File: src/hdl/nfsh_pkg.sv
`timescale 1ns / 1ps
`default_nettype none
package nfsh_pkg;

    localparam int COORD_W = 32;
    localparam int DIFF_W  = 33;
    localparam int ACC_W   = 69;
    localparam int MUL_A_W = 68;
    localparam int MUL_B_W = 36;
    localparam int PROD_W  = 104;
    localparam int DIV_D_W = 68;
    localparam int RAD_W   = 72;
    localparam int ROOT_W  = 36;
    localparam int SEG_W   = 4 * COORD_W;

    // 0.001 in Q32.32, rounded up
    localparam logic [ACC_W-1:0] DENOM_MIN = ACC_W'(4294968);
    localparam logic [63:0]      ONE_Q16   = 64'd65536;

    typedef enum logic [1:0] {
        OP_CLEAR   = 2'd0,
        OP_ADD     = 2'd1,
        OP_NEAREST = 2'd2,
        OP_ANY     = 2'd3
    } t_opcode;

endpackage
`default_nettype wire

File: src/hdl/nfsh_div.sv
`timescale 1ns / 1ps
`default_nettype none
module nfsh_div (
    input  wire logic                          i_clk,
    input  wire logic                          i_rst_n,
    input  wire logic                          i_start,
    input  wire logic [nfsh_pkg::PROD_W-1:0]   i_num,
    input  wire logic [nfsh_pkg::DIV_D_W-1:0]  i_den,
    output logic                               o_done,
    output logic [nfsh_pkg::PROD_W-1:0]        o_quot
);
    import nfsh_pkg::*;

    localparam int CNT_W = $clog2(PROD_W);
    localparam logic [CNT_W-1:0] LAST = CNT_W'(PROD_W - 1);

    logic               r_busy;
    logic               r_done;
    logic [CNT_W-1:0]   r_cnt;
    logic [PROD_W-1:0]  r_n;
    logic [DIV_D_W-1:0] r_den;
    logic [DIV_D_W-1:0] r_rem;
    logic [PROD_W-1:0]  r_q;

    logic [DIV_D_W:0]   w_t;
    logic [DIV_D_W:0]   w_sub;
    logic               w_ge;

    // restoring division, one quotient bit per cycle
    always_comb begin
        w_t   = {r_rem, r_n[PROD_W-1]};
        w_ge  = (w_t >= {1'b0, r_den});
        w_sub = w_t - {1'b0, r_den};
    end

    always_ff @(posedge i_clk) begin
        if (!i_rst_n) begin
            r_busy <= 1'b0;
            r_done <= 1'b0;
        end else begin
            r_done <= !i_start && r_busy && (r_cnt == LAST);
            if (i_start) begin
                r_busy <= 1'b1;
                r_cnt  <= '0;
                r_n    <= i_num;
                r_den  <= i_den;
                r_rem  <= '0;
                r_q    <= '0;
            end else if (r_busy) begin
                r_rem <= w_ge ? w_sub[DIV_D_W-1:0] : w_t[DIV_D_W-1:0];
                r_q   <= {r_q[PROD_W-2:0], w_ge};
                r_n   <= r_n << 1;
                r_cnt <= r_cnt + CNT_W'(1);
                if (r_cnt == LAST) begin
                    r_busy <= 1'b0;
                end
            end
        end
    end

    assign o_done = r_done;
    assign o_quot = r_q;

endmodule
`default_nettype wire

File: config.mk
export PLATFORM = sky130hd
export DESIGN_NAME = nfsh_div
export DESIGN_NICKNAME = d
export VERILOG_FILES = /design/src/hdl/nfsh_pkg.sv /design/src/hdl/nfsh_div.sv
export SDC_FILE = /design/constraint.sdc
export NUM_CORES = 1
export LEC_CHECK = 0
export ABC_AREA = 1
export BUFFER_PORTS_ARGS = -buffer_cell sky130_fd_sc_hd__buf_4
export CORE_MARGIN = 10
export CORE_UTILIZATION = 59
export DETAILED_ROUTE_END_ITERATION = 10
export PLACE_DENSITY = 0.91
export REMOVE_ABC_BUFFERS = 1
export SETUP_SLACK_MARGIN = 0.5
export SLEW_MARGIN = 10
export SYNTH_ARGS = -nofsm -noshare
export SYNTH_HDL_FRONTEND = slang
export SYNTH_SLANG_ARGS = --single-unit
File: constraint.sdc
create_clock -name i_clk -period 12.39 [get_ports i_clk]
set_clock_uncertainty 0.05 [all_clocks]
set_input_delay 2.478 -clock i_clk [delete_from_list [all_inputs] [get_ports i_clk]]
set_output_delay 2.478 -clock i_clk [all_outputs]
set_load 0.02 [all_outputs]
==> results by group <==
Setup path
  • Crit Path Max Fanout: 195
  • Reg-to-reg slack, setup: 8.11 ns
  • Setup crit end kind: flip-flop
  • Critical path startpoint category: input pin
  • Worst EP arrival: 5.10 ns
  • Critical path type: in2reg
  • Critical path required time: around 13 ns

Power and ir drop
  • Maximum vdd drop: 0.143 mV
  • Pwr Total: 3670 uW
  • Leak: 0.0124 uW
  • Pwr Density: 152 nW/um^2

Detailed routing
  • Initial DRC Count: roughly 2000
  • Via count: 17857
  • Wirelength, routed: between 60000 and 70000 um
  • DR DRC count: 0
  • Antenna viol nets, final: 0
  • Vias/cell: 5.30
  • Wire per inst: 19.2 um
  • First drt pass iteration count: 6

Finish
  • Most common cell after layout, fill and taps aside: nand2_1
  • Layout cells sized above 1: roughly an eighth
  • NumNets Final: 3130
  • Area Growth Syn to Fin: 17.8%
  • Commonest non-fill, non-tap cells in the layout: 1012 x nand2_1, 490 x inv_1, 351 x edfxtp_1
  • Filler Cell Count: 2617

Flow run
  • Max Cap Viol: 0

Clock tree
  • Post-CTS setup buffers: 0
  • Root Buffer: clkbuf_16
  • Clock latency on the worst-skew pair: roughly 0.57 ns
  • Hold Buf Count CTS: 0
  • CTS Buf Count: 39
  • CTS sink cnt: about 350
  • Clock buffer depth: 3
  • CTS tree: done
  • Cts repair resizes: 0
  • Clock transition at the registers of the reported paths: 0.06 ns
  • CTS HTree Levels: 2

Synthesis
  • Prevailing post-synth register cell: edfxtp_1
  • Simple-gate share of the synthesized area: 28.6%
  • Post-Synth XOR/XNOR Area: 1.54%
  • Cell taking the most area after synthesis: edfxtp_1
  • Post-Synth Adder-Cell Area: 4.33%
  • Mux cell area share after synthesis: 0%
  • Seq/Total Area, Yosys: between 50% and 60%
  • Post-Syn Instances: 2616
  • Yosys top cell area share: between 50 and 60%
  • Yosys cell types: 33
  • Largest cells by area after synthesis: edfxtp_1 52%, nand2_1 19%, inv_1 9.0%, nor2_1 6.4%, ha_1 4.2%
  • Main combinational cell family by area after synthesis: simple AND/OR/NAND/NOR gates
  • Ys Warns: 0
  • FF+latch count, synth: 353
  • Compound-Gate Fraction of Synth Area: 3.18%
  • Syn avg cell area: 7.80 sq um
  • Synth async-reset ratio: 0%
  • Synthesized area: 20400 sq um
  • Post-synth EDFFs: around 350

Die
  • Die X: 206 um
  • Core area: 34400 sq um
  • Die area: 42400 sq um
  • Die Ht: 206 um
  • Initial Util: approximately three fifths
  • Io pins: 280
  • Std-Cell Rows: 68

Timing
  • Setup violators final: 0
  • RSZ-0062 raised after global routing: false
  • Tmin final: about 5 ns
  • Period utilisation layout: 40.2%
  • Worst slew margin: ~22%
  • Worst-Margin Slew: 1.17 ns
  • Final Max Tran Viols: 0
  • Post-route setup TNS: 0 ns
  • Final Hold Vio Count: 0
  • Fmax: ~0.2 GHz

GRT
  • Overflow after GRT: 0
  • Initial antenna violation count: 1
  • Largest net degree at the start of global routing: 196
  • Vias in the first global route: about 18000
  • GRT Resource Usage Total: 30.3%
  • First-pass GRT wire length: 98900 um

Place
  • Number of I/O port buffers: 279
  • Hpwl dp: 46800 um
  • Gpl congestion: 0.965

Outcome
  • Status: finished clean

Min path
  • Worst min-delay path class: reg2reg
==> metal layers <==
metal	global-route usage (%)	vias to the layer above	routed length, um
met2	50.5	845	30900
met4	10.9	2	2360
li1	-	8585	-
met3	8.81	149	6630
met5	0	-	18
met1	36.7	8276	24900
==> cells in the mapped netlist (7+ instances only) <==
cell and n:
nand2_1 1013, inv_1 492, edfxtp_1 351, nor2_1 347
ha_1 69, a21oi_1 59, clkbuf_1 40, nand3_1 39
xor2_1 34, o21ai_1 33, o21ai_0 24, nand3b_1 20
nor3_1 16, nor4_1 11, nand4_1 10, buf_6 9
o21bai_1 7
==> metrics by stage <==
stage / hold WS (ns) / utilization [%] / std cells / setup slack [ns] / area [sq um]
final: 0.456 / 70.0 / 3371 / 7.41 / 24000
after global placement: 0.441 / 66.5 / 3299 / 7.03 / 22900
after floorplan: 0.387 / - / 2558 / 3.06 / 20100
after detailed placement: 0.451 / 66.5 / 3299 / 6.94 / 22900
after CTS: 0.462 / 70.0 / 3370 / 7.56 / 24000
after global routing: 0.486 / 70.0 / 3370 / 7.28 / 24000
==> worst paths after layout <==
check	start	depth (start not counted)	to
worst max-delay path	i_start	5	r_n[70]
worst min-delay path	r_n[46]	2	r_n[47]
worst max register to register	r_rem[26]	13	r_rem[56]
worst min register to register	r_n[46]	2	r_n[47]
==> registers in the layout, indices dropped and copies added, names as in the netlist <==
signal	count
o_done	1
o_quot	104
r_busy	1
r_cnt	7
r_den	68
r_n	104
r_rem	68
==> power breakdown <==
group | switching [uW] | internal [uW] | leakage [uW] | total, uW
logic | 700 | 329 | 0.00836 | 1030
registers | 61.0 | 1470 | 0.00345 | 1530
clock network | 503 | 606 | 0.000567 | 1110
==> critical path, stage by stage <==
cell     delay [ns]
buf_6          0.34
buf_4          0.52
nand2_1        0.24
nand2_4        0.46
buf_12         0.68
==> cells by family after synthesis <==
group | count (synthesis)
xor gates and xnor gates | 36
and+or+nand+nor | 1478
AOI/OAI and AO/OA | 125
DFF | 353
adders and majority gates | 70
buffers and inverters | 554
==> cell type report <==
class | instances | area, sq um | share of cell area [%]
multi-input cells | 1709 | 7680 | 32.0
clock buffers | 46 | 1000 | 4.17
inverters | 496 | 1860 | 7.75
diodes | 1 | 2.50 | 0.0104
repair buffers | 286 | 2160 | 9.00
well taps | 455 | 569 | 2.37
flip-flops and latches | 353 | 10600 | 44.0
clock inverters | 25 | 180 | 0.749
Note: power is estimated with default switching activity, not from simulation.
