## src/hdl/nfsh_pkg.sv

```systemverilog
`timescale 1ns / 1ps
`default_nettype none
package nfsh_pkg;

    localparam int COORD_W = 32;
    localparam int DIFF_W  = 33;
    localparam int ACC_W   = 69;
    localparam int MUL_A_W = 68;
    localparam int MUL_B_W = 36;
    localparam int PROD_W  = 104;
    localparam int DIV_D_W = 68;
    localparam int RAD_W   = 72;
    localparam int ROOT_W  = 36;
    localparam int SEG_W   = 4 * COORD_W;

    // 0.001 in Q32.32, rounded up
    localparam logic [ACC_W-1:0] DENOM_MIN = ACC_W'(4294968);
    localparam logic [63:0]      ONE_Q16   = 64'd65536;

    typedef enum logic [1:0] {
        OP_CLEAR   = 2'd0,
        OP_ADD     = 2'd1,
        OP_NEAREST = 2'd2,
        OP_ANY     = 2'd3
    } t_opcode;

endpackage
`default_nettype wire

```

## src/hdl/nfsh_sqrt.sv

```systemverilog
`timescale 1ns / 1ps
`default_nettype none
module nfsh_sqrt (
    input  wire logic                          i_clk,
    input  wire logic                          i_rst_n,
    input  wire logic                          i_start,
    input  wire logic [nfsh_pkg::RAD_W-1:0]    i_rad,
    output logic                               o_done,
    output logic [nfsh_pkg::ROOT_W-1:0]        o_root
);
    import nfsh_pkg::*;

    localparam int REM_W = ROOT_W + 4;
    localparam int CNT_W = $clog2(ROOT_W);
    localparam logic [CNT_W-1:0] LAST = CNT_W'(ROOT_W - 1);

    logic              r_busy;
    logic              r_done;
    logic [CNT_W-1:0]  r_cnt;
    logic [RAD_W-1:0]  r_rad;
    logic [REM_W-1:0]  r_rem;
    logic [ROOT_W-1:0] r_root;

    logic [REM_W-1:0]  w_t;
    logic [REM_W-1:0]  w_trial;
    logic              w_ge;

    // digit-by-digit floor square root, two radicand bits per cycle
    always_comb begin
        w_t     = {r_rem[REM_W-3:0], r_rad[RAD_W-1 -: 2]};
        w_trial = {2'b00, r_root, 2'b01};
        w_ge    = (w_t >= w_trial);
    end

    always_ff @(posedge i_clk) begin
        if (!i_rst_n) begin
            r_busy <= 1'b0;
            r_done <= 1'b0;
        end else begin
            r_done <= !i_start && r_busy && (r_cnt == LAST);
            if (i_start) begin
                r_busy <= 1'b1;
                r_cnt  <= '0;
                r_rad  <= i_rad;
                r_rem  <= '0;
                r_root <= '0;
            end else if (r_busy) begin
                r_rem  <= w_ge ? (w_t - w_trial) : w_t;
                r_root <= {r_root[ROOT_W-2:0], w_ge};
                r_rad  <= r_rad << 2;
                r_cnt  <= r_cnt + CNT_W'(1);
                if (r_cnt == LAST) begin
                    r_busy <= 1'b0;
                end
            end
        end
    end

    assign o_done = r_done;
    assign o_root = r_root;

endmodule
`default_nettype wire
```

## config.mk

```make
export PLATFORM = sky130hd
export DESIGN_NAME = nfsh_sqrt
export DESIGN_NICKNAME = d
export VERILOG_FILES = /design/src/hdl/nfsh_pkg.sv /design/src/hdl/nfsh_sqrt.sv
export SDC_FILE = /design/constraint.sdc
export NUM_CORES = 1
export LEC_CHECK = 0
export BUFFER_PORTS_ARGS = -buffer_cell sky130_fd_sc_hd__buf_4
export CELL_PAD_IN_SITES_DETAIL_PLACEMENT = 1
export CELL_PAD_IN_SITES_GLOBAL_PLACEMENT = 1
export CORE_MARGIN = 3
export CORE_UTILIZATION = 30
export DETAILED_ROUTE_END_ITERATION = 8
export HOLD_SLACK_MARGIN = 0.08
export PLACE_DENSITY_LB_ADDON = 0.12
export SLEW_MARGIN = 0
export SYNTH_ARGS = -nofsm -noshare
export SYNTH_HDL_FRONTEND = slang
export SYNTH_SLANG_ARGS = --single-unit
```

## constraint.sdc

```tcl
create_clock -name i_clk -period 6.2 [get_ports i_clk]
set_input_delay 0.31 -clock i_clk [delete_from_list [all_inputs] [get_ports i_clk]]
set_output_delay 0.31 -clock i_clk [all_outputs]
set_load 0.05 [all_outputs]
```

==> summary.md <==
The run gives 41.2% as the fraction of power consumed by sequential logic. In this run, post-CTS hold repair placed 0 buffers. The detailed router placed 5,911 vias in this run.

The capturing point of the worst reg2reg path was r_rem[36]. The source of the worst register-to-register timing path was o_root[3]. The logs give 0 for the number of gates resized after cts and 0 for the final setup violation count.

The fraction of layout instances using a drive strength above 1 was 28.0%; the number of core rows was 61. The worst setup path is captured at a register. For the final number of hold-violating endpoints, the log shows 0.

The die boundary width was 177 um. Counting both buffers and inverters, the worst setup path holds a total of 2. The final weighted congestion of routability-driven global placement came out at 0.776. For this run, the total global-route usage over all layers was measured as 13.9%. Global routing used 17.9% of the available met1 tracks. The worst register-to-register path has a setup slack of 2.39 ns. The run gives 0 as the initial antenna violation count. The share of total power dissipated in combinational logic is 24.9%. The leakage power came out at 4.13 nW. The clock latency at the later pin of the worst-skew pair is 0.43 ns, and the clock period minus worst slack is 3.81 ns.

The synthesized instance count was 743. For this design, the slowest cell found on the critical path is a21o_2. The number of antenna diodes in the final layout is 0. Relative to the synthesized area, the layout overhead comes to 20.2%. The run gives 21,100 um as the final wirelength. The Yosys step of the flow raised 0 warnings. Dividing the detail-routed wire length by the instance count gives 17.1 um.

Dividing total power by cell area gives a power density of 299 mW/mm2. Measured in cells, the most critical reg-to-reg path has a length of 12. Worst min-delay path category: primary input to register. The tool flagged a number of max-cap violations equal to 0.

The number of flops mapped to enable cells by yosys came out at 152. Transition time at the pin with the least slew margin: 1.19 ns. In this run switching power makes up 32.2% of total power.

For met3 alone, demand over resource in global routing was 5.38%. The library cells used most frequently in the layout, excluding fill and tap cells, are edfxtp_1, buf_4, nor2_1. Walking the worst path, the cells encountered are inv_1 > ha_1 > a21o_1 > a31oi_1 > a21oi_1 > nand3b_1 > a31oi_1 > a21o_1 > a21o_2 > buf_4 > nor2_1 > a32o_1. The net count of the finished layout is 957.

Dividing the detail-routed via count by the number of cells gives 4.79. The number of I/O port buffers is 111. For the post-route DRC violation count, the log shows 0. Internal power comes to 2.13 mW.

For the final database, setup skew stands at 0.0117 ns. The first routing iteration left 241 violations. The number of max-slew violations in the final report was 0. The post-route clock period utilization was 61.5%. The clock network accounts for 34.0% of the total power.

After synthesis, the share of flip-flops with an asynchronous set or reset is 0%. The launch point of the worst hold path is i_rst_n. The per-instance average area after synthesis was 11.8 um2. TritonCTS built the clock tree. The synthesized cell area is 0.00874 mm2. The delay of the slowest critical-path stage works out to 0.50 ns. Most frequent standard cell in the layout excluding fill and tap cells: edfxtp_1. For the total global routing overflow, the log shows 0. Kind of start point of the critical path: a register.

The run gives 1,202 as the number of placed instances with taps included. The netlist uses 66 different library cells. The clock passes through at most 2 buffers. CTS built an H-tree with a depth of 4. After global routing, the most crowded layer is met2. The global-route met2 utilization came out at 22.2%. The launching element of the worst setup path was o_root[3].

Entering global routing, the biggest net connects 82 pins. The count of cells in the finished layout, fillers not included, comes to 1,234. For the final routed database, the setup TNS stands at 0 ns. In this run the count of I/O pins placed on the die edge is 112.

The logs give 0.0312 mm2 for the die footprint and 20.7% for the max-slew headroom at the worst pin. Post-CTS timing repair inserted 0 buffers for setup. The tools report the TritonCTS buffer count as 17. Required time reported for the critical path endpoint: 6.38 ns. Setup repair after global routing left no endpoint under its margin. The run gives 1.01 mW as the switching power. Among all flip-flop cells after synthesis, the most frequent one is edfxtp_1. The largest fanout on the critical path was 24. Data arrives at the worst endpoint at 3.99 ns. Based on the critical path, the design can be clocked at up to 0.262 GHz.

Once the floorplan was initialized, standard cells occupied 31.0% of the core. For this run, the detailed router's first-pass iteration total came to 4. The run gives 0.183 mV as the peak supply drop.

The root buffer cell chosen for the clock tree is clkbuf_16. The run finished with clean final reports. The most critical setup path has its endpoint at r_rem[36]. The detail route stage leaves a number of antenna-violating nets equal to 0. Clock-pin slew was measured on the worst setup and hold paths at 0.07 ns.

Counting buffers and inverters, the worst setup path is 12 cells deep. From bottom edge to top edge, the die measures 177 um. The first global-routing pass estimated 34,700 um of wire.

The tools report the via count of the first global-routing pass as 6,475. The kind of cell with the highest combined delay along the critical path is compound AO/OA/AOI/OAI gates. The number of inserted filler cells in the final layout is 3,101, and the post-synthesis sequential element count is 154.

The critical path start-end classification was register to register. Sequential elements use 52.7% of the synthesized area. The run gives 15,000 um as the detailed placement HPWL. The run gives 154 as the number of clock sinks. The run gives 857 as the net count of the mapped netlist. For the core area, the log shows 0.0282 mm2.
-- metrics by stage --
stage	utilization [%]	total power, mW	area, um2	worst slack (ns)	hold WS (ns)
global route	37.2	3.33	10500	2.12	0.138
CTS	37.2	3.19	10500	2.35	0.120
global placement	35.1	2.10	9900	2.49	0.481
detailed placement	35.1	2.11	9900	2.37	0.492
floorplan	-	1.92	8740	1.32	0.454
finish	37.2	3.14	10500	2.39	0.134
-- flip-flops by register name (all words and copies together), names as in the netlist --
| signal | count |
|---|---|
| r_rad | 72 |
| r_rem | 38 |
| o_root | 36 |
| r_cnt | 6 |
| o_done | 1 |
| r_busy | 1 |
-- metal layers --
layer / share of wire (%) / up-vias
li1: - / 2916
met1: 47 / 2870
met2: 45 / 107
met3: 6.8 / 18
met4: 0.98 / 0
met5: 0 / -
-- area by class of cell --
cell class	count	area, um2	share of cell area, %
Timing Repair Buffer	116	871	8.29
Inverter	47	176	1.68
Multi-Input combinational cell	507	3770	35.9
Sequential cell	154	4600	43.8
Clock inverter	15	183	1.74
Clock buffer	17	425	4.05
Tap cell	378	473	4.50
-- synthesized netlist by cell type (3+ instances only) --
master       n  area [um2]
xor2_1      14         123
or2_2        3        18.8
a21o_1      19         143
mux2i_1     28         280
clkbuf_2     3        15.0
nand3b_1     5        37.5
o211ai_1     3        22.5
nand2_1     33         124
a21oi_1     38         190
a211oi_1     4        30.0
nor2b_1     11        68.8
edfxtp_1   152        4560
mux2_2      70         788
nor2_1      92         345
o21a_1       6        45.0
buf_1        3        11.3
buf_2        7        35.0
nand4_1      6        37.5
o21bai_1     6        45.0
clkbuf_1    15        56.3
nor3_1       8        40.0
xnor2_1     22         193
buf_6        3        33.8
ha_1        39         488
and3_1       7        43.8
and2_1       6        37.5
o21ai_0     17        85.1
o2111ai_1    3        26.3
nand3_1     16        80.1
inv_1       47         176
a31oi_1      8        50.1
-- worst min path at each step --
stage,endpoint,slack [ns],cells after the start
after floorplan,o_done,0.45,1
after global placement,o_done,0.48,1
after detailed placement,o_done,0.49,1
after CTS,o_done,0.12,2
after global routing,o_done,0.14,2
final,o_done,0.13,2
-- cells by family (layout without fill, tap and decap cells) --
family          count (synthesis)  in the layout  share of synthesized area, %
compound gates                133            133                          10.6
xor+xnor                       36             36                          3.61
fa+ha+maj                      39             39                          5.58
buf+inv                        82            195                          4.26
flops                         154            154                          52.7
mux                            98             98                          12.2
simple gates                  201            201                          11.1
-- power by group through the flow --
stage	clock (mW)	combinational [mW]	sequential, mW
2_1_floorplan	0	0.558	1.36
3_3_place_gp	0	0.782	1.32
3_5_place_dp	0	0.792	1.32
4_1_cts	1.10	0.796	1.30
5_1_grt	1.15	0.876	1.31
6_report	1.07	0.782	1.29
(Power assumes the default switching activity.)
