File: src/hdl/nfsh_pkg.sv
`timescale 1ns / 1ps
`default_nettype none
package nfsh_pkg;

    localparam int COORD_W = 32;
    localparam int DIFF_W  = 33;
    localparam int ACC_W   = 69;
    localparam int MUL_A_W = 68;
    localparam int MUL_B_W = 36;
    localparam int PROD_W  = 104;
    localparam int DIV_D_W = 68;
    localparam int RAD_W   = 72;
    localparam int ROOT_W  = 36;
    localparam int SEG_W   = 4 * COORD_W;

    // 0.001 in Q32.32, rounded up
    localparam logic [ACC_W-1:0] DENOM_MIN = ACC_W'(4294968);
    localparam logic [63:0]      ONE_Q16   = 64'd65536;

    typedef enum logic [1:0] {
        OP_CLEAR   = 2'd0,
        OP_ADD     = 2'd1,
        OP_NEAREST = 2'd2,
        OP_ANY     = 2'd3
    } t_opcode;

endpackage
`default_nettype wire

File: src/hdl/nfsh_mul.sv
`timescale 1ns / 1ps
`default_nettype none
module nfsh_mul (
    input  wire logic                          i_clk,
    input  wire logic                          i_rst_n,
    input  wire logic                          i_start,
    input  wire logic [nfsh_pkg::MUL_A_W-1:0]  i_a,
    input  wire logic [nfsh_pkg::MUL_B_W-1:0]  i_b,
    output logic                               o_done,
    output logic [nfsh_pkg::PROD_W-1:0]        o_prod
);
    import nfsh_pkg::*;

    localparam int CNT_W = $clog2(MUL_B_W);
    localparam logic [CNT_W-1:0] LAST = CNT_W'(MUL_B_W - 1);

    logic               r_busy;
    logic               r_done;
    logic [CNT_W-1:0]   r_cnt;
    logic [PROD_W-1:0]  r_a;
    logic [MUL_B_W-1:0] r_b;
    logic [PROD_W-1:0]  r_acc;

    // shift-add, one multiplier bit per cycle, LSB first
    always_ff @(posedge i_clk) begin
        if (!i_rst_n) begin
            r_busy <= 1'b0;
            r_done <= 1'b0;
        end else begin
            r_done <= !i_start && r_busy && (r_cnt == LAST);
            if (i_start) begin
                r_busy <= 1'b1;
                r_cnt  <= '0;
                r_a    <= PROD_W'(i_a);
                r_b    <= i_b;
                r_acc  <= '0;
            end else if (r_busy) begin
                if (r_b[0]) begin
                    r_acc <= r_acc + r_a;
                end
                r_a   <= r_a << 1;
                r_b   <= r_b >> 1;
                r_cnt <= r_cnt + CNT_W'(1);
                if (r_cnt == LAST) begin
                    r_busy <= 1'b0;
                end
            end
        end
    end

    assign o_done = r_done;
    assign o_prod = r_acc;

endmodule
`default_nettype wire

File: config.mk
export PLATFORM = sky130hd
export DESIGN_NAME = nfsh_mul
export DESIGN_NICKNAME = d
export VERILOG_FILES = /design/src/hdl/nfsh_pkg.sv /design/src/hdl/nfsh_mul.sv
export SDC_FILE = /design/constraint.sdc
export NUM_CORES = 1
export LEC_CHECK = 0
export BUFFER_PORTS_ARGS = -buffer_cell sky130_fd_sc_hd__buf_4
export CORE_ASPECT_RATIO = 0.5
export CORE_MARGIN = 2
export CORE_UTILIZATION = 30
export CTS_CLUSTER_DIAMETER = 60
export CTS_CLUSTER_SIZE = 12
export DETAILED_ROUTE_END_ITERATION = 10
export PLACE_DENSITY = 0.58
export SYNTH_ARGS = -nofsm -noshare
export SYNTH_HDL_FRONTEND = slang
export SYNTH_SLANG_ARGS = --single-unit
File: constraint.sdc
create_clock -name i_clk -period 7.04 [get_ports i_clk]
set_input_delay 0.352 -clock i_clk [delete_from_list [all_inputs] [get_ports i_clk]]
set_output_delay 0.352 -clock i_clk [all_outputs]
set_load 0.05 [all_outputs]
==> results_dict.tcl, run 1 <==
set metrics [dict create \
    yosysUniqueCellTypes 75 \
    numPlacedInstances 2527 \
    routedWlPerCell_um 18.43 \
    antenna_found_initial 0 \
    num_io_pins 212 \
    drt_iter0_drc 982 \
    ys.flop_type "edfxtp_1" \
    cts_root_buffer "clkbuf_16" \
    r2r_end "o_prod[90]" \
    yosysWarnings 0 \
    startpoint "o_prod[0]" \
    areaGrowthSynthToFinish_pct 18.63 \
    clock_skew_ns 0.02424 \
    drv_cap 0 \
    final_nets 2013 \
    place_worst_setup_slack_ns 3.014 \
    post-route-min-period_ns 4.131 \
    yosysTopAreaCell "edfxtp_1" \
    rows 61 \
    post-cts-setup-buffers 0 \
    drt-total-wl_um 47410 \
    critPathMaxStageDelay_ns 0.55 \
    power_density_nw_per_um2 241.7 \
    crit_type "register to register" \
    worst_setup_path_start_kind "register" \
    grt_max_degree 178 \
    syn-mean-instance-area_um2 10.16 \
    cp_data_arrival_time_ns 4.57 \
    worstReg2RegStart "o_prod[0]" \
    cts_buffer_depth 3 \
    synth_seq_cells 252 \
    core_um2 55330 \
    vias_per_cell 5.169 \
    grt_overflow 0 \
    die_h_um 170.9 \
    die-area_um2 57740 \
    gp_congestion 0.9169 \
    timing.fmax_mhz 242.1 \
    drive_above_1_share_pct 20.97 \
    worstHoldPathCells 2 \
    die_w_um 337.8 \
    critPathSlowestCell "or4b_1" \
    run_status "finished, final reports clean" \
    hold_violations 0 \
    finalSetupViolCount 0 \
    path_max_fanout 4 \
    cts_hold_buf 0 \
    crit_chain "ha_1, fa_1, a211oi_1, o21bai_2, a21oi_2, o311a_1, or4_4, a211oi_1, o31ai_1, nand3_1, or4b_1, nand4_1" \
    drc 0 \
    rr_worst_depth 12 \
    grt_pass1_vias 12880 \
    syn_area_um2 16720 \
    grt_pass1_wl_um 72960 \
    synth-seq-area-share_pct 45.15 \
    ctsHtreeMaxLevel 1 \
    drtPass1Iterations 6 \
    synth_top_area_share_pct 44.91 \
    slew_violations 0 \
    crit_required_ns 7.48 \
    antennaDiodeCount 0 \
    cts_resized 0 \
    instances_no_fill 2573 \
    peakVddDrop_v 0.0001833 \
    cts.sinks 252 \
    slew_headroom_pct 21.66 \
    leakage_nw 7.581 \
    synth_edf_count 250 \
    async_flop_share_pct 0 \
    port_buffers 211 \
    insertion_delay_ns 0.57 \
    cts_inserted_buffers 28 \
    cts_tree "built" \
    cts.clk_slew.worst_paths_ns 0.07 \
    layout_setup_ws_ns 2.909 \
    track_usage_pct 15.89 \
    via_count 13300 \
    cpMostUsedCell "a211oi_1" \
    rsz0062_at_grt "false" \
    worstMarginPinSlew_ns 1.175 \
    hp-class "input pin to register" \
    critPathCaptureType "register" \
    hpwl_um 35590 \
    synthTopCellsByArea "edfxtp_1 (45%), ha_1 (7.8%), mux2_2 (6.9%)" \
    final_antenna_net_count 0 \
    start_util_pct 30.21 \
    whs_endpoint "o_done" \
    r2r_setup_slack_ns 2.91 \
    tns_ns 0 \
    synthesis.nets 1857 \
    synthCells 1645 \
    min_from "i_rst_n" \
    fin_crit_sh_pct 58.68 \
]
## registers in the layout, summed over array words and instances, names as in the netlist
| register | flops |
|---|---|
| o_prod | 104 |
| r_a | 104 |
| r_b | 36 |
| r_cnt | 6 |
| o_done | 1 |
| r_busy | 1 |
## cell families (layout without fill, tap and decap cells)
logic type	Yosys count	count (layout)	share of synthesized area, %
buf+inv	118	290	2.680
simple gates	537	537	15.56
xor+xnor	76	76	3.982
compound gates	445	445	17.18
fa+ha+maj	105	105	7.904
flops	252	252	45.15
mux	112	112	7.545
## worst max-delay path: cells and delay by family (launching register included)
family / cells / cell delay (ns)
and+or+nand+nor: 4 / 1.19
DFF: 1 / 0.39
AOI/OAI and AO/OA: 6 / 1.75
adders and majority gates: 2 / 0.67
## metrics by stage
stage	util, %	cell area, µm²	hold slack, ns	total power, mW
2_1_floorplan	-	16720	0.4751	2.971
3_3_place_gp	34.29	18980	0.4973	3.375
3_5_place_dp	34.29	18980	0.5057	3.383
4_1_cts	35.84	19830	0.03209	4.831
5_1_grt	35.84	19830	0.04132	5.031
6_report	35.84	19830	0.04983	4.793
## report_power, final
group | total, mW | switching (mW) | internal, mW
Sequential | 1.89 | 0.0707 | 1.81
Combinational | 1.48 | 0.934 | 0.543
Clock | 1.43 | 0.628 | 0.803
Total | 4.79 | 1.63 | 3.16
## per-layer routing
layer / routed length, µm / GRT usage [%] / vias to the layer above / share of wire [%]
met5: 0 / 0 / - / 0
met3: 2294 / 2.459 / 60 / 4.8
met4: 1174 / 4.000 / 0 / 2.5
met2: 23140 / 27.66 / 315 / 49
li1: - / - / 6482 / -
met1: 20800 / 20.63 / 6442 / 44
## worst max-delay path by stage
stage,to,slack [ns],cells past startpoint
detailed placement,o_prod[90],3.01,12
finish,o_prod[90],2.91,12
CTS,o_prod[90],2.97,12
global placement,o_prod[90],3.06,12
floorplan,o_prod[0],0.66,5
global route,o_prod[92],2.66,12
## cell usage after synthesis, types with 23 or more instances
| master | n |
|---|---|
| clkbuf_1 | 84 |
| ha_1 | 104 |
| mux2_2 | 102 |
| a21oi_1 | 154 |
| inv_1 | 28 |
| a21o_1 | 58 |
| nand4_1 | 52 |
| nand2_1 | 110 |
| o21ai_0 | 47 |
| o21a_1 | 23 |
| edfxtp_1 | 250 |
| o21ai_1 | 34 |
| o21bai_1 | 30 |
| xnor2_1 | 45 |
| nor2b_1 | 56 |
| nor2_1 | 188 |
| xor2_1 | 31 |
| nor3_1 | 34 |
## placed cells by master, fill, tap and decap left out, drive strengths merged, types with 14 or more instances in the layout
cell type  count
edfxtp       250
buf          216
nor2         188
a21oi        158
mux2         112
nand2        110
ha           104
o21ai         81
a21o          58
nor2b         56
nand4         53
xnor2         45
nor3          34
clkbuf        34
xor2          31
o21bai        31
inv           31
o21a          23
nand3         22
o31ai         14
## final cells by class
| class | count | area, µm² |
|---|---|---|
| flip-flops and latches | 252 | 7547 |
| fillers | 5561 | 35500 |
| repair buffers | 216 | 1642 |
| clock buffers | 34 | 723.2 |
| well taps | 756 | 945.9 |
| inverters | 28 | 105.1 |
| multi-input cells | 1275 | 8736 |
| clock inverters | 12 | 131.4 |
Note: power is estimated with default switching activity, not from simulation.
==> inputs of run 2 (changes only) <==
Settings changed: ABC_AREA set to 1, PLACE_DENSITY 0.58 to 0.57.
Clock period 7.04 ns to 4.1 ns, I/O delays scaled along.
==> results_dict.tcl, run 2 <==
set metrics [dict create \
    p_sw_mw 3.341 \
    comb_power_share_pct 33.0 \
    synthTopCellsByArea "edfxtp_1 (37%), nand2_1 (24%), inv_1 (11%)" \
    ys.flop_type "edfxtp_1" \
    synthCells 3111 \
    die-area_um2 69430 \
    seqPwrFrac_pct 37.4 \
    grt_pass1_vias 19440 \
    fin_crit_sh_pct 81.71 \
    yosysUniqueCellTypes 39 \
    syn-mean-instance-area_um2 6.481 \
    post-cts-setup-buffers 0 \
    hpwl_um 68190 \
    ys_top_cells_by_count "nand2_1 (1303), inv_1 (578), nor2_1 (327)" \
    r2r_setup_slack_ns 0.75 \
    power_density_nw_per_um2 346.2 \
    final_antenna_net_count 0 \
    ctsHtreeMaxLevel 1 \
    cts_hold_buf 105 \
    synth_seq_cells 252 \
    routedWlPerCell_um 19.28 \
    drt-total-wl_um 83760 \
    cts.clk_slew.worst_paths_ns 0.07 \
    syn_area_um2 20160 \
    utilization_pct 37.10 \
    synth.most_common_cell "nand2_1" \
    vias_per_cell 4.688 \
    port_buffers 211 \
    gp_congestion 1.028 \
    async_flop_share_pct 0 \
    insertion_delay_ns 0.62 \
    num_io_pins 212 \
    slew_violations 0 \
    cts_root_buffer "clkbuf_16" \
    die_h_um 187.3 \
    cts.sinks 252 \
    drt_iter0_drc 1877 \
    post-route-min-period_ns 3.350 \
    worstMarginPinSlew_ns 0.8792 \
    cts_resized 0 \
    cp_data_arrival_time_ns 3.70 \
    peakVddDrop_v 0.0003010 \
    timing.fmax_mhz 298.5 \
    crit_required_ns 4.45 \
    synthesis.nets 3323 \
    track_usage_pct 23.81 \
    drv_cap 0 \
    worstReg2RegStart "o_prod[33]" \
    rows 67 \
    die_w_um 370.6 \
    synth-seq-area-share_pct 37.43 \
    rsz0062_at_grt "false" \
    worstHoldPathCells 3 \
    antenna_found_initial 0 \
    synth_top_area_share_pct 37.23 \
    drc 0 \
    yosysWarnings 0 \
    pwr-share-clk_pct 29.6 \
    yosysTopAreaCell "edfxtp_1" \
    grt_pass1_wl_um 123200 \
    r2r_end "o_prod[79]" \
    drtPass1Iterations 7 \
    run_status "finished, final reports clean" \
    cts_tree "built" \
    cts_buffer_depth 3 \
    rr_worst_depth 10 \
    leakage_nw 12.84 \
    grt_max_degree 155 \
    hold_violations 0 \
    path_max_fanout 5 \
    sw_frac_of_total_pct 38.98 \
    synth_edf_count 250 \
    final_common_cell "nand2_1" \
    slew_headroom_pct 41.39 \
    clock_skew_ns 0.03116 \
    core_um2 66730 \
    worst_setup_path_start_kind "register" \
    critPathCaptureType "register" \
    intPower_mw 5.230 \
    whs_endpoint "o_prod[28]" \
    tns_ns 0 \
    start_util_pct 30.22 \
    most-common-layout-cells "nand2_1 (1303), inv_1 (576), nor2_1 (326)" \
    finalSetupViolCount 0 \
    areaGrowthSynthToFinish_pct 22.78 \
    grt_overflow 0 \
    cts_inserted_buffers 29 \
    final_nets 3640 \
    crit_type "register to register" \
    drive_above_1_share_pct 11.14 \
    antennaDiodeCount 0 \
    startpoint "o_prod[33]" \
    min_from "i_start" \
    hp-class "input pin to register" \
    via_count 20370 \
]
[run 2: cell count changes after synthesis, moves of 51 or more]
cell / before / now
clkbuf_1: 84 / 33
nand3_1: 22 / 84
nor2b_1: 56 / 0
nor2_1: 188 / 327
mux2_2: 102 / 0
nand2_1: 110 / 1303
inv_1: 28 / 578
a21o_1: 58 / 1
[run 2: power groups by stage]
stage	Sequential [mW]	Combinational (mW)	Clock [mW]
floorplan	3.48	1.45	0
global placement	3.26	2.70	0
detailed placement	3.27	2.70	0
CTS	3.21	2.79	2.61
global route	3.23	3.09	2.69
finish	3.21	2.83	2.54
[run 2: per-layer routing]
| layer | part of all wire, % | routed length [µm] | track usage, % | up-vias |
|---|---|---|---|---|
| li1 | - | - | - | 10190 |
| met1 | 48 | 40240 | 35.11 | 9495 |
| met2 | 43 | 35950 | 36.70 | 619 |
| met3 | 7.5 | 6247 | 4.353 | 68 |
| met4 | 1.6 | 1318 | 3.535 | 0 |
| met5 | 0 | 0 | 0 | - |
[run 2: final cells by class]
cell class / count / area, µm²
Multi-Input combinational cell: 2208 / 10170
Sequential cell: 252 / 7547
Clock buffer: 39 / 773.2
Timing Repair Buffer: 325 / 2728
Inverter: 612 / 2307
Fill cell: 7364 / 41970
Tap cell: 897 / 1122
Clock inverter: 12 / 103.9
[run 2: stage by stage]
stage | hold WS, ns | area [µm²] | power, mW | setup slack, ns | cells
6_report | 0.2666 | 24760 | 8.572 | 0.7498 | 4345
4_1_cts | 0.2985 | 24760 | 8.611 | 0.9044 | 4345
2_1_floorplan | 0.3309 | 20170 | 4.932 | 0.1091 | 3111
3_3_place_gp | 0.4229 | 22830 | 5.961 | 0.8647 | 4189
3_5_place_dp | 0.4432 | 22830 | 5.966 | 0.9194 | 4189
5_1_grt | 0.3233 | 24760 | 9.006 | 0.6643 | 4345
[run 2: kinds of logic after synthesis]
group | after synthesis | synth area share, %
buffers and inverters | 651 | 12.14
adders and majority gates | 105 | 6.553
xor gates and xnor gates | 3 | 0.1303
AOI/OAI and AO/OA | 259 | 6.814
DFF | 252 | 37.43
and+or+nand+nor | 1841 | 36.93
[run 2: worst max-delay path: stages, from the launching register on]
cell	delay (ns)
edfxtp_1	0.40
ha_1	0.38
nand2_1	0.12
nor2_1	0.23
nand2_1	0.31
nor2_1	0.69
a21oi_1	0.16
nand2_1	0.38
nand2_1	0.19
a21oi_1	0.16
nor2_1	0.06
[run 2: worst max-delay path by stage]
stage	to	slack, ns	cells after the start
after floorplan	o_prod[0]	0.11	4
after global placement	o_prod[90]	0.86	12
after detailed placement	o_prod[90]	0.92	12
after CTS	o_prod[90]	0.90	12
after global routing	o_prod[90]	0.66	12
final	o_prod[79]	0.75	10
==> inputs of run 3 (changes only) <==
Settings changed: ABC_AREA 1 to 0, PLACE_DENSITY 0.57 to 0.6.
Clock period 4.1 ns to 3 ns, I/O delays scaled along.
==> results_dict.tcl, run 3 (synthesis results as in run 1) <==
set metrics [dict create \
    finalSetupViolCount 60 \
    most-common-layout-cells "buf_4 (676), edfxtp_1 (250), nor2_1 (185)" \
    final_nets 2609 \
    drtPass1Iterations 7 \
    drc 0 \
    post-route-min-period_ns 3.589 \
    n_fill_cell 5106 \
    worstReg2RegStart "r_a[1]" \
    num_io_pins 212 \
    hpwl_um 39250 \
    final_antenna_net_count 0 \
    leakage_nw 10.67 \
    drt-total-wl_um 54710 \
    critPathMaxStageDelay_ns 0.40 \
    power_density_nw_per_um2 510.9 \
    power_mw 13.26 \
    die_h_um 170.9 \
    cts.clk_slew.worst_paths_ns 0.07 \
    worst_setup_path_start_kind "register" \
    die-area_um2 57740 \
    ctsHtreeMaxLevel 1 \
    gp_congestion 0.8920 \
    critPathSlowestCell "edfxtp_1" \
    timing.fmax_mhz 278.6 \
    areaGrowthSynthToFinish_pct 55.31 \
    cts_buffer_depth 3 \
    drive_above_1_share_pct 42.51 \
    port_buffers 211 \
    rsz0062_at_grt "true" \
    cts_root_buffer "clkbuf_16" \
    place_worst_setup_slack_ns -0.6615 \
    grt_max_degree 108 \
    critPathCaptureType "register" \
    violations "negative setup slack" \
    cp_data_arrival_time_ns 3.91 \
    run_status "finished, violations left" \
    regArea_um2 7547 \
    slew_violations 0 \
    crit_buf_inv 0 \
    layout_setup_ws_ns -0.5894 \
    final_common_cell "buf_4" \
    vias_per_cell 4.970 \
    die_w_um 337.8 \
    startpoint "r_a[1]" \
    insertion_delay_ns 0.59 \
    path_delay_family "compound AO/OA/AOI/OAI gates" \
    crit_type "register to register" \
    drt_iter0_drc 1013 \
    crit_chain "ha_1, a21o_1, and4_1, o21a_1, a2111o_1, a211o_4, o2111ai_4, a21oi_2, o32a_1, a211oi_2, mux2_1" \
    start_util_pct 30.21 \
    r2r_end "o_prod[89]" \
    multiInputGateArea_um2 9912 \
    hp-class "input pin to register" \
    path_max_fanout 2 \
    cts.sinks 252 \
    routedWlPerCell_um 17.24 \
    cts_inserted_buffers 29 \
    rr_worst_depth 11 \
    core_um2 55330 \
    via_count 15770 \
    slew_headroom_pct 55.16 \
    hold_violations 0 \
    antenna_found_initial 0 \
    worstMarginPinSlew_ns 0.6725 \
    grt_pass1_wl_um 83590 \
    peakVddDrop_v 0.0005110 \
    drv_cap 0 \
    crit_path_end "o_prod[89]" \
    r2r_setup_slack_ns -0.59 \
    track_usage_pct 18.16 \
    rows 61 \
    crit_cells 11 \
    crit_required_ns 3.32 \
    fin_crit_sh_pct 119.6 \
    clock_skew_ns 0.02188 \
    grt_pass1_vias 15740 \
    cts_tree "built" \
    grt_overflow 0 \
]
-- run 3: repair_timing --
item | in CTS | in global routing
pin swaps | 46 | 52
hold endpoints to repair | 105 | 0
hold buffers | 105 | 0
buffers inserted | 25 | 20
resized for setup | 118 | 91
setup endpoints to repair | 67 | 73
-- run 3: where the power goes --
| part | internal [mW] | switching [mW] | leakage, nW | total [mW] |
|---|---|---|---|---|
| clock | 2.14 | 1.57 | 0.459 | 3.71 |
| combinational | 2.44 | 2.66 | 7.79 | 5.11 |
| sequential | 4.26 | 0.187 | 2.43 | 4.45 |
-- run 3: area by class of cell --
type                    instances  area share, %
repair buffers                811          25.01
flip-flops and latches        252          29.07
diodes                          1       0.009639
inverters                      28         0.4048
well taps                     756          3.643
clock inverters                13         0.7711
multi-input cells            1275          38.18
clock buffers                  37          2.911
-- run 3: worst min path at each step --
| stage | slack, ns | to | depth (start not counted) | startpoint |
|---|---|---|---|---|
| after detailed placement | 0.42 | o_done | 2 | i_rst_n |
| after CTS | 0.08 | o_prod[68] | 2 | i_start |
| final | 0.10 | o_prod[75] | 2 | i_start |
| after floorplan | 0.30 | o_done | 1 | i_rst_n |
| after global routing | 0.14 | o_prod[80] | 2 | i_start |
| after global placement | 0.42 | o_done | 2 | i_rst_n |
-- run 3: metrics by stage --
| stage | setup TNS [ns] | util, % | std cells | area [µm²] | hold WS [ns] |
|---|---|---|---|---|---|
| after CTS | -15.64 | 45.90 | 3159 | 25400 | 0.08320 |
| after floorplan | -16.02 | - | 1645 | 16850 | 0.3025 |
| after global routing | -24.75 | 46.91 | 3172 | 25960 | 0.1373 |
| after detailed placement | -22.57 | 40.72 | 2984 | 22530 | 0.4170 |
| after global placement | -19.22 | 40.72 | 2984 | 22530 | 0.4233 |
| final | -16.95 | 46.92 | 3173 | 25960 | 0.1027 |
-- run 3: layer usage --
layer  GRT usage (%)  vias to the layer above  part of all wire (%)
met5               0                        -                     0
met4           5.121                        0                   2.8
met3           1.983                       75                   3.5
met2           32.57                      323                    50
met1           23.12                     7714                    43
li1                -                     7658                     -
